<file path="config.mk">
export PLATFORM = sky130hd
export DESIGN_NAME = stream_find_replace
export DESIGN_NICKNAME = d
export VERILOG_FILES = /design/src/rtl/sfr_pkg.sv /design/src/rtl/sfr_datapath.sv /design/src/rtl/sfr_ctrl.sv /design/src/rtl/stream_find_replace.sv
export SDC_FILE = /design/constraint.sdc
export NUM_CORES = 1
export LEC_CHECK = 0
export BUFFER_PORTS_ARGS = -buffer_cell sky130_fd_sc_hd__buf_2
export CAP_MARGIN = 0
export CORE_ASPECT_RATIO = 0.8
export CORE_MARGIN = 2
export CORE_UTILIZATION = 60
export CTS_CLUSTER_DIAMETER = 150
export DETAILED_ROUTE_END_ITERATION = 12
export HOLD_SLACK_MARGIN = 0.02
export PLACE_DENSITY = 0.8
export SYNTH_ARGS = -nofsm -noshare
export SYNTH_HDL_FRONTEND = slang
export SYNTH_HIERARCHICAL = 1
export SYNTH_SLANG_ARGS = --single-unit
</file>
<file path="constraint.sdc">
create_clock -name clk -period 6.2 [get_ports clk]
set_input_delay 0.62 -clock clk [delete_from_list [all_inputs] [get_ports clk]]
set_output_delay 0.62 -clock clk [all_outputs]
set_load 0.03 [all_outputs]
</file>
<file path="src/rtl/sfr_pkg.sv">
// Shared types and constants for the streaming find-and-replace block.
// Used by sfr_ctrl, sfr_datapath and stream_find_replace; no dependencies.
`default_nettype none

package sfr_pkg;

  localparam int MAX_PATTERN = 8;
  localparam int MAX_REPLACE = 8;
  localparam int LEN_W       = 4;
  localparam int IDX_W       = 3;
  localparam logic [7:0] NEWLINE = 8'd10;

  localparam logic [1:0] REG_PATTERN     = 2'd0;
  localparam logic [1:0] REG_PATTERN_LEN = 2'd1;
  localparam logic [1:0] REG_REPLACE     = 2'd2;
  localparam logic [1:0] REG_REPLACE_LEN = 2'd3;

  typedef enum logic [3:0] {
    S_IDLE,
    S_START,
    S_DROP,
    S_REPL,
    S_FLUSH,
    S_EMITC,
    S_TAIL,
    S_LFLUSH,
    S_NL,
    S_FIN
  } state_t;

  typedef enum logic [2:0] {
    OP_NONE,
    OP_LATCH,
    OP_APPEND,
    OP_DROP,
    OP_REPL,
    OP_EMIT_C,
    OP_EMIT_NL,
    OP_FINISH
  } op_t;

  typedef struct packed {
    op_t  op;
    logic clr_fill;
  } cmd_t;

  typedef struct packed {
    logic pass;       // pattern length zero or byte is newline
    logic is_nl;
    logic last;
    logic fill_zero;
    logic prefix_ok;
    logic fill_eq_plen;
    logic rlen_zero;
    logic repl_last;
    logic emit_ok;
    logic fin_ok;
  } status_t;

endpackage

`default_nettype wire

</file>
<file path="src/rtl/sfr_datapath.sv">
// Datapath: config registers, match window, replacement counter and output staging.
// Depends on sfr_pkg; driven by commands from sfr_ctrl.
`default_nettype none

module sfr_datapath (
  input  wire logic           clk,
  input  wire logic           rst_n,
  input  wire logic           cfg_we,
  input  wire logic [1:0]     cfg_addr,
  input  wire logic [63:0]    cfg_wdata,
  input  wire logic [7:0]     in_tdata,
  input  wire logic           in_tlast,
  input  wire sfr_pkg::cmd_t  cmd,
  output sfr_pkg::status_t    stat,
  output logic                out_tvalid,
  input  wire logic           out_tready,
  output logic [7:0]          out_tdata,
  output logic                out_tlast
);

  logic [63:0] pat_r;
  logic [63:0] rep_r;
  logic [sfr_pkg::LEN_W-1:0] plen_r;
  logic [sfr_pkg::LEN_W-1:0] rlen_r;
  logic [sfr_pkg::LEN_W-1:0] plen_sat;
  logic [sfr_pkg::LEN_W-1:0] rlen_sat;

  logic [7:0] win_r [sfr_pkg::MAX_PATTERN];
  logic [sfr_pkg::LEN_W-1:0] fill_r;
  logic [sfr_pkg::IDX_W-1:0] rep_idx_r;
  logic [7:0] c_r;
  logic       last_r;

  logic [7:0] pend_byte_r;
  logic       pend_v_r;
  logic [7:0] out_byte_r;
  logic       out_last_r;
  logic       out_valid_r;

  logic       emit;
  logic [7:0] emit_byte;
  logic       load_out;
  logic       prefix_ok;

  always_ff @(posedge clk) begin
    if (!rst_n) begin
      pat_r  <= '0;
      rep_r  <= '0;
      plen_r <= '0;
      rlen_r <= '0;
    end else if (cfg_we) begin
      unique case (cfg_addr)
        sfr_pkg::REG_PATTERN:     pat_r  <= cfg_wdata;
        sfr_pkg::REG_PATTERN_LEN: plen_r <= cfg_wdata[sfr_pkg::LEN_W-1:0];
        sfr_pkg::REG_REPLACE:     rep_r  <= cfg_wdata;
        sfr_pkg::REG_REPLACE_LEN: rlen_r <= cfg_wdata[sfr_pkg::LEN_W-1:0];
        default: ;
      endcase
    end
  end

  assign plen_sat = (plen_r > sfr_pkg::LEN_W'(sfr_pkg::MAX_PATTERN))
                    ? sfr_pkg::LEN_W'(sfr_pkg::MAX_PATTERN) : plen_r;
  assign rlen_sat = (rlen_r > sfr_pkg::LEN_W'(sfr_pkg::MAX_REPLACE))
                    ? sfr_pkg::LEN_W'(sfr_pkg::MAX_REPLACE) : rlen_r;

  // window is a prefix of the pattern: fits and agrees byte for byte
  always_comb begin
    prefix_ok = (fill_r <= plen_sat);
    for (int i = 0; i < sfr_pkg::MAX_PATTERN; i++) begin
      if ((sfr_pkg::LEN_W'(i) < fill_r) && (win_r[i] != pat_r[8*i +: 8]))
        prefix_ok = 1'b0;
    end
  end

  // item latch
  always_ff @(posedge clk) begin
    if (cmd.op == sfr_pkg::OP_LATCH) begin
      c_r    <= in_tdata;
      last_r <= in_tlast;
    end
  end

  // window payload: append at the fill point, drop shifts toward the front
  always_ff @(posedge clk) begin
    if (cmd.op == sfr_pkg::OP_APPEND) begin
      win_r[fill_r[sfr_pkg::IDX_W-1:0]] <= c_r;
    end else if (cmd.op == sfr_pkg::OP_DROP) begin
      for (int i = 0; i < sfr_pkg::MAX_PATTERN - 1; i++)
        win_r[i] <= win_r[i+1];
    end
  end

  always_ff @(posedge clk) begin
    if (!rst_n) begin
      fill_r <= '0;
    end else if (cmd.clr_fill) begin
      fill_r <= '0;
    end else if (cmd.op == sfr_pkg::OP_APPEND) begin
      fill_r <= fill_r + 1'b1;
    end else if (cmd.op == sfr_pkg::OP_DROP) begin
      fill_r <= fill_r - 1'b1;
    end
  end

  always_ff @(posedge clk) begin
    if (!rst_n) begin
      rep_idx_r <= '0;
    end else if (cmd.op == sfr_pkg::OP_APPEND) begin
      rep_idx_r <= '0;
    end else if (cmd.op == sfr_pkg::OP_REPL) begin
      rep_idx_r <= rep_idx_r + 1'b1;
    end
  end

  always_comb begin
    emit = 1'b1;
    case (cmd.op)
      sfr_pkg::OP_DROP:    emit_byte = win_r[0];
      sfr_pkg::OP_REPL:    emit_byte = rep_r[{rep_idx_r, 3'b000} +: 8];
      sfr_pkg::OP_EMIT_C:  emit_byte = c_r;
      sfr_pkg::OP_EMIT_NL: emit_byte = sfr_pkg::NEWLINE;
      default: begin
        emit      = 1'b0;
        emit_byte = c_r;
      end
    endcase
  end

  // One byte waits in the pending stage so its last flag is known when the
  // next byte arrives or the item finishes.
  assign load_out = pend_v_r && (emit || (cmd.op == sfr_pkg::OP_FINISH));

  always_ff @(posedge clk) begin
    if (!rst_n) begin
      pend_v_r    <= 1'b0;
      out_valid_r <= 1'b0;
    end else begin
      if (emit) begin
        pend_v_r <= 1'b1;
      end else if (cmd.op == sfr_pkg::OP_FINISH) begin
        pend_v_r <= 1'b0;
      end
      if (load_out) begin
        out_valid_r <= 1'b1;
      end else if (out_tready) begin
        out_valid_r <= 1'b0;
      end
    end
  end

  always_ff @(posedge clk) begin
    if (emit)
      pend_byte_r <= emit_byte;
    if (load_out) begin
      out_byte_r <= pend_byte_r;
      out_last_r <= !emit;
    end
  end

  assign out_tvalid = out_valid_r;
  assign out_tdata  = out_byte_r;
  assign out_tlast  = out_last_r;

  assign stat.pass         = (plen_sat == '0) || (c_r == sfr_pkg::NEWLINE);
  assign stat.is_nl        = (c_r == sfr_pkg::NEWLINE);
  assign stat.last         = last_r;
  assign stat.fill_zero    = (fill_r == '0);
  assign stat.prefix_ok    = prefix_ok;
  assign stat.fill_eq_plen = (fill_r == plen_sat);
  assign stat.rlen_zero    = (rlen_sat == '0);
  assign stat.repl_last    = ({1'b0, rep_idx_r} + 1'b1) == rlen_sat;
  assign stat.emit_ok      = !pend_v_r || !out_valid_r || out_tready;
  assign stat.fin_ok       = stat.emit_ok;

endmodule

`default_nettype wire

</file>
<file path="src/rtl/sfr_ctrl.sv">
// Controller state machine: sequences window drops, replacement and flushes.
// Depends on sfr_pkg; issues commands to sfr_datapath.
`default_nettype none

module sfr_ctrl (
  input  wire logic              clk,
  input  wire logic              rst_n,
  input  wire logic              in_tvalid,
  output logic                   in_tready,
  input  wire sfr_pkg::status_t  stat,
  output sfr_pkg::cmd_t          cmd
);

  sfr_pkg::state_t state_r, state_nxt;

  always_ff @(posedge clk) begin
    if (!rst_n) begin
      state_r <= sfr_pkg::S_IDLE;
    end else begin
      state_r <= state_nxt;
    end
  end

  always_comb begin
    state_nxt    = state_r;
    cmd.op       = sfr_pkg::OP_NONE;
    cmd.clr_fill = 1'b0;
    in_tready    = 1'b0;
    unique case (state_r)
      sfr_pkg::S_IDLE: begin
        in_tready = 1'b1;
        if (in_tvalid) begin
          cmd.op    = sfr_pkg::OP_LATCH;
          state_nxt = sfr_pkg::S_START;
        end
      end
      sfr_pkg::S_START: begin
        if (stat.pass) begin
          state_nxt = sfr_pkg::S_FLUSH;
        end else begin
          cmd.op    = sfr_pkg::OP_APPEND;
          state_nxt = sfr_pkg::S_DROP;
        end
      end
      sfr_pkg::S_DROP: begin
        if (!stat.fill_zero && !stat.prefix_ok) begin
          if (stat.emit_ok) cmd.op = sfr_pkg::OP_DROP;
        end else if (stat.fill_eq_plen) begin
          if (stat.rlen_zero) begin
            cmd.clr_fill = 1'b1;
            state_nxt    = sfr_pkg::S_TAIL;
          end else begin
            state_nxt = sfr_pkg::S_REPL;
          end
        end else begin
          state_nxt = sfr_pkg::S_TAIL;
        end
      end
      sfr_pkg::S_REPL: begin
        if (stat.emit_ok) begin
          cmd.op = sfr_pkg::OP_REPL;
          if (stat.repl_last) begin
            cmd.clr_fill = 1'b1;
            state_nxt    = sfr_pkg::S_TAIL;
          end
        end
      end
      sfr_pkg::S_FLUSH: begin
        if (!stat.fill_zero) begin
          if (stat.emit_ok) cmd.op = sfr_pkg::OP_DROP;
        end else begin
          state_nxt = sfr_pkg::S_EMITC;
        end
      end
      sfr_pkg::S_EMITC: begin
        if (stat.emit_ok) begin
          cmd.op    = sfr_pkg::OP_EMIT_C;
          state_nxt = sfr_pkg::S_TAIL;
        end
      end
      sfr_pkg::S_TAIL: begin
        state_nxt = stat.last ? sfr_pkg::S_LFLUSH : sfr_pkg::S_FIN;
      end
      sfr_pkg::S_LFLUSH: begin
        if (!stat.fill_zero) begin
          if (stat.emit_ok) cmd.op = sfr_pkg::OP_DROP;
        end else begin
          state_nxt = stat.is_nl ? sfr_pkg::S_FIN : sfr_pkg::S_NL;
        end
      end
      sfr_pkg::S_NL: begin
        if (stat.emit_ok) begin
          cmd.op    = sfr_pkg::OP_EMIT_NL;
          state_nxt = sfr_pkg::S_FIN;
        end
      end
      sfr_pkg::S_FIN: begin
        if (stat.fin_ok) begin
          cmd.op    = sfr_pkg::OP_FINISH;
          state_nxt = sfr_pkg::S_IDLE;
        end
      end
      default: state_nxt = sfr_pkg::S_IDLE;
    endcase
  end

endmodule

`default_nettype wire

</file>
<file path="src/rtl/stream_find_replace.sv">
// Streaming find-and-replace: top level joining sfr_ctrl and sfr_datapath.
// Depends on sfr_pkg, sfr_ctrl, sfr_datapath.
//
// Text bytes enter one item at a time; every leftmost, non-overlapping match of
// the pattern (up to 8 bytes, never across a newline) is replaced by the
// replacement (up to 8 bytes). in_tlast marks the end of a text: the window is
// flushed and a newline added if the final byte was not one. out_tlast marks
// the last output byte caused by an input item (an item may cause none).
// One item is handled at a time by the controller, which emits each output
// byte it causes (window drops, replacement bytes, flush, newline) in turn
// through the single emit path and waits on out_tready while the output is
// stalled. Output bytes are delayed one stage so their last flag is known.
// Configuration must be written only while the block is idle; the block
// itself does not enforce this.
`default_nettype none

module stream_find_replace (
  input  wire logic        clk,
  input  wire logic        rst_n,
  input  wire logic        cfg_we,
  input  wire logic [1:0]  cfg_addr,
  input  wire logic [63:0] cfg_wdata,
  input  wire logic        in_tvalid,
  output logic             in_tready,
  input  wire logic [7:0]  in_tdata,   // [7:0] in_byte
  input  wire logic        in_tlast,   // end_of_input
  output logic             out_tvalid,
  input  wire logic        out_tready,
  output logic [7:0]       out_tdata,  // [7:0] out_byte
  output logic             out_tlast   // last_of_run
);

  sfr_pkg::cmd_t    cmd;
  sfr_pkg::status_t stat;

  sfr_ctrl u_ctrl (
    .clk       (clk),
    .rst_n     (rst_n),
    .in_tvalid (in_tvalid),
    .in_tready (in_tready),
    .stat      (stat),
    .cmd       (cmd)
  );

  sfr_datapath u_dp (
    .clk        (clk),
    .rst_n      (rst_n),
    .cfg_we     (cfg_we),
    .cfg_addr   (cfg_addr),
    .cfg_wdata  (cfg_wdata),
    .in_tdata   (in_tdata),
    .in_tlast   (in_tlast),
    .cmd        (cmd),
    .stat       (stat),
    .out_tvalid (out_tvalid),
    .out_tready (out_tready),
    .out_tdata  (out_tdata),
    .out_tlast  (out_tlast)
  );

endmodule

`default_nettype wire
</file>
* Word level (Yosys, flattened, before mapping) *
Memory sizes are Yosys's and may differ from the RTL's.
Index checks and enable logic that the tools add are counted.

cells by class
  add/sub/neg operators = 4
  order comparisons = 11
  equal/unequal tests = 39
  shift operators = 1
  multiplexer cells = 57
  bitwise operators = 1
  reductions and logical operators = 37

operators by type and width
  cell                  number
  $mux W4               16
  $ne A8 B8 Y1          8
  $shiftx A64 B7 Y8     1
  $pmux W4 S10          1
  $mux W1               26
  $mux W3               8
  $pmux W3 S8           1
  $pmux W8 S3           1
  $eq A4 B3 Y1 const B  4
  $logic_not A4 Y1      4
  $lt A3 B4 Y1 const A  4
  $ne A2 B2 Y1 const B  7
  $eq A3 B3 Y1 const B  4
  $logic_and A1 B1 Y1   10
  $reduce_and A9 Y1     1
  $eq A4 B2 Y1 const B  2
  $eq A4 B4 Y1          2
  $eq A4 B4 Y1 const B  2
  $eq A8 B4 Y1 const B  1
  $gt A4 B4 Y1 const B  2
  $lt A1 B4 Y1 const A  2
  $lt A2 B4 Y1 const A  2
  $mux W8               1
  $reduce_and A2 Y1     4
  21 further kinds      36

word-level totals
  bits in registers = 175
  RAM bits = 64
  output and inout port bits = 11
  logic and storage cells = 165
  memories = 1

memory list
  name        words  bits a word  rd ports  clocked after memory_dff  write ports  RTL line            text
  u_dp.win_r  8      8            8         0                         7            sfr_datapath.sv:28  logic [7:0] win_r [sfr_pkg::MAX_PATTERN];

* Depth between registers and ports, before layout *
  word-level depth = 21
  gate-level depth with buffers = 19
  mapped depth without buffers = 17

* Hierarchy *
The synthesis kept the hierarchy.

by module, submodules not included
  module        times used  cells each  area an instance (sq um)  sequential area each (sq um)
  sfr_datapath  1           1039        10575.1                   5605.4
  sfr_ctrl      1           74          560.5                     80.1

* Least setup slack after synthesis *
OpenSTA, ideal clock, no wires.

  path kind = register to register
  from = register u_dp/fill_r[0] (netlist name)
  to = memory u_dp.win_r[2][0], enable pin
  library setup time = 0.398 ns
  data arrival time = 3.825 ns
  slack = 1.977 ns
  stages on the path, launching flop included = 15
  buffers on the path = 4
  path through = dfxtp_1 buf_2 inv_2 ha_1 and4_1 o221a_1 o211a_1 buf_4 nor4b_2 a22oi_2 o32ai_1 buf_1 nand2_1 clkbuf_1 o41ai_1

RTL lines
  item                    RTL line             text
  from (decl)             sfr_datapath.sv:29   logic [sfr_pkg::LEN_W-1:0] fill_r;
  from (signal assigned)  sfr_datapath.sv:100  fill_r <= fill_r + 1'b1;
  from (signal assigned)  sfr_datapath.sv:102  fill_r <= fill_r - 1'b1;
  to (decl)               sfr_datapath.sv:28

==> metrics <==
# H-tree levels 1; # hold bufs at CTS 0; layout cell share with drive strength beyond 1 14.9%; final hold vios 0; final worst setup slack 1.88 ns; vias per cell 6.00; Die Ht 126 microns; endpoint type of the worst setup path flip-flop; Pwr Density 353 nW/um^2; Worst Path Arrival 4.69 ns; clock buffer depth 3; top cells by count, synth 285 x nand2_1, 149 x dfxtp_1, 128 x a21boi_1, 90 x edfxtp_1, 64 x xor2_1; placed wire-length estimate 18900 microns; IO Pins 91; WHS Path Cells 1; total CTS buffers 23; # fillers 1437; setup TNS 0 ns; Max VDD drop 0.231 mV; Starting Density 61.3%; status completed; Critical Path RT 6.57 ns; Synth async-reset ratio 0%; DR WL met2 12700 microns; worst hold-check path type in -> reg; fin util 67.9%; final setup violation count 0; pin count of the biggest net entering global routing 142; Synth Cell Area 11100 sq um; fin. max-slew vios 0; Clk pin slew, worst setup/hold paths 0.07 ns; M1 WL 12000 microns; Diodes inserted 0; Syn Inst Count 1113; clock skew 0.0189 ns; area delta synth->final 10.8%; Netlist cell types 64; Die W 156 microns; top cell type's share of synthesized area 26.8%; flops & latches, synth 239; vias in the first global route 7980; Post-synth EDFFs 90; CP startpoint kind flip-flop; Sink Count 239; Residual DRC 0; first-pass GRT wire length 43100 microns; max layer used met5; root buffer cell clkbuf_16; CTS tree built; RSZ-0062 raised after global routing no; Port-buffer cells 90; max_slew headroom 13.3%; clock latency on the worst-skew pair 0.52 ns; grt ovf 0; Core ar. 18200 sq um; Final #Nets 1243; GR Util All Layers 28.1%; Detail Route Antenna Nets 0; post-layout min period 4.32 ns; Worst-Margin Slew 1.30 ns; drt total wl 27500 microns; met3 wire length 2090 microns; Final period util 69.7%; critical path type reg -> reg; syn nets 1201; R2R cell count 16; Die Area 19700 sq um; Resize count post-CTS 0; drt wl/cell 19.7 microns; most common cell in the netlist nand2_1; Max Cap Viol 0; antenna violations before repair 2; worst-path fanout max 56; area leader, netlist dfxtp_1; drt first pass iters 5; syn_area_per_cell 10.0 sq um; total number of vias 8400; Synth Flop Type dfxtp_1; Max Clk Rate 231 MHz; number of synthesis warnings 6; top area cells in the synthesized netlist dfxtp_1 27%, edfxtp_1 24%, nand2_1 9.6%; Rows 44; setup slack at placement 1.98 ns; number of setup buffers added after CTS 0; Seq/Total Area, Yosys 51.1%; Leak Pwr 4.84 nW; Detailed Route Iter0 Violations 858; GPL Wtd Cong 0.876
## metal layers
metal / global-route usage, % / vias to the layer above
met5: 0 / -
met4: 9.17 / 2
met3: 4.47 / 52
met2: 44.4 / 338
met1: 39.8 / 4049
li1: - / 3959
## cell families after synthesis
| logic type | count (synthesis) | synth area share [%] |
|---|---|---|
| simple gates | 398 | 16.1 |
| compound gates | 266 | 17.4 |
| flops | 239 | 51.1 |
| buf+inv | 96 | 3.67 |
| xor+xnor | 71 | 5.58 |
| mux | 34 | 5.12 |
| fa+ha+maj | 9 | 0.989 |
## critical path, cell delays in order, from the launching register on
cell and delay (ns):
dfxtp_1 0.54, inv_2 0.08, ha_1 0.21, nor2b_1 0.10, o21ai_1 0.07, nand2b_1 0.08, a21oi_1 0.07, o221a_1 0.24
o211a_1 0.13, nor4b_2 0.29, a22o_1 0.19, o21ai_0 0.12, o31ai_4 0.17, buf_4 0.37, nand2_1 0.19, nor2_4 1.00
a21o_1 0.28
## registers in the layout, summed over array words and instances, names as in the netlist, 3 cells and up
register	cells
u_dp/plen_r	4
u_dp/pend_byte_r	8
u_dp/win_r	64
u_dp/pat_r	64
u_dp/out_tdata	8
u_dp/rep_r	64
u_dp/c_r	8
u_dp/fill_r	4
u_ctrl/state_r	4
u_dp/rep_idx_r	3
u_dp/rlen_r	4
## stage by stage
step	power, mW	cells	hold WS, ns	instance area (sq um)
after global routing	4.54	1401	0.273	12300
after CTS	4.35	1401	0.275	12300
final	4.35	1401	0.290	12300
after floorplan	2.75	1113	0.400	11100
after global placement	2.98	1360	0.404	11600
after detailed placement	3.00	1360	0.407	11600
## final timing paths
kind,slack (ns),end,from
max,1.88,u_dp/win_r[5][2],u_dp/fill_r[0]
min,0.29,u_dp/c_r[5],in_tdata[5]
max reg2reg,1.88,u_dp/win_r[5][2],u_dp/fill_r[0]
min reg2reg,0.42,u_dp/out_tdata[6],u_dp/pend_byte_r[6]
## cell usage in the layout (no fill, tap or decap), types with 4 or more instances in the layout
| master | instances |
|---|---|
| mux4_2 | 10 |
| and2_0 | 4 |
| nand2b_1 | 4 |
| mux2i_1 | 12 |
| clkbuf_1 | 4 |
| nor2_1 | 20 |
| inv_2 | 5 |
| buf_4 | 12 |
| and2_1 | 8 |
| xnor2_1 | 7 |
| o211ai_1 | 5 |
| nand3_1 | 5 |
| o21ai_0 | 11 |
| a221oi_2 | 5 |
| xor2_1 | 64 |
| o21ai_1 | 12 |
| buf_2 | 89 |
| edfxtp_1 | 90 |
| a21boi_1 | 128 |
| clkbuf_16 | 23 |
| a21o_1 | 56 |
| nor4_1 | 20 |
| clkinv_2 | 4 |
| nand2_1 | 285 |
| inv_1 | 7 |
| o22ai_1 | 4 |
| mux2_2 | 6 |
| nand4_1 | 4 |
| mux4_1 | 6 |
| nor3b_1 | 6 |
| a31oi_1 | 13 |
| a21oi_1 | 15 |
| dfxtp_1 | 149 |
| nor2b_1 | 16 |
| ha_1 | 8 |
## where the power goes
group	internal, mW	switching, mW	leakage [nW]
Sequential	1.86	0.146	2.03
Combinational	0.407	0.586	2.46
Clock	0.767	0.587	0.361
Total	3.03	1.32	4.84
## cell type report
| class | instances | area [sq um] | area share (%) |
|---|---|---|---|
| well taps | 230 | 288 | 2.33 |
| inverters | 12 | 45.0 | 0.365 |
| clock buffers | 31 | 639 | 5.18 |
| multi-input cells | 778 | 5070 | 41.1 |
| repair buffers | 101 | 536 | 4.34 |
| flip-flops and latches | 239 | 5690 | 46.1 |
| clock inverters | 10 | 78.8 | 0.639 |
(Power assumes the default switching activity.)
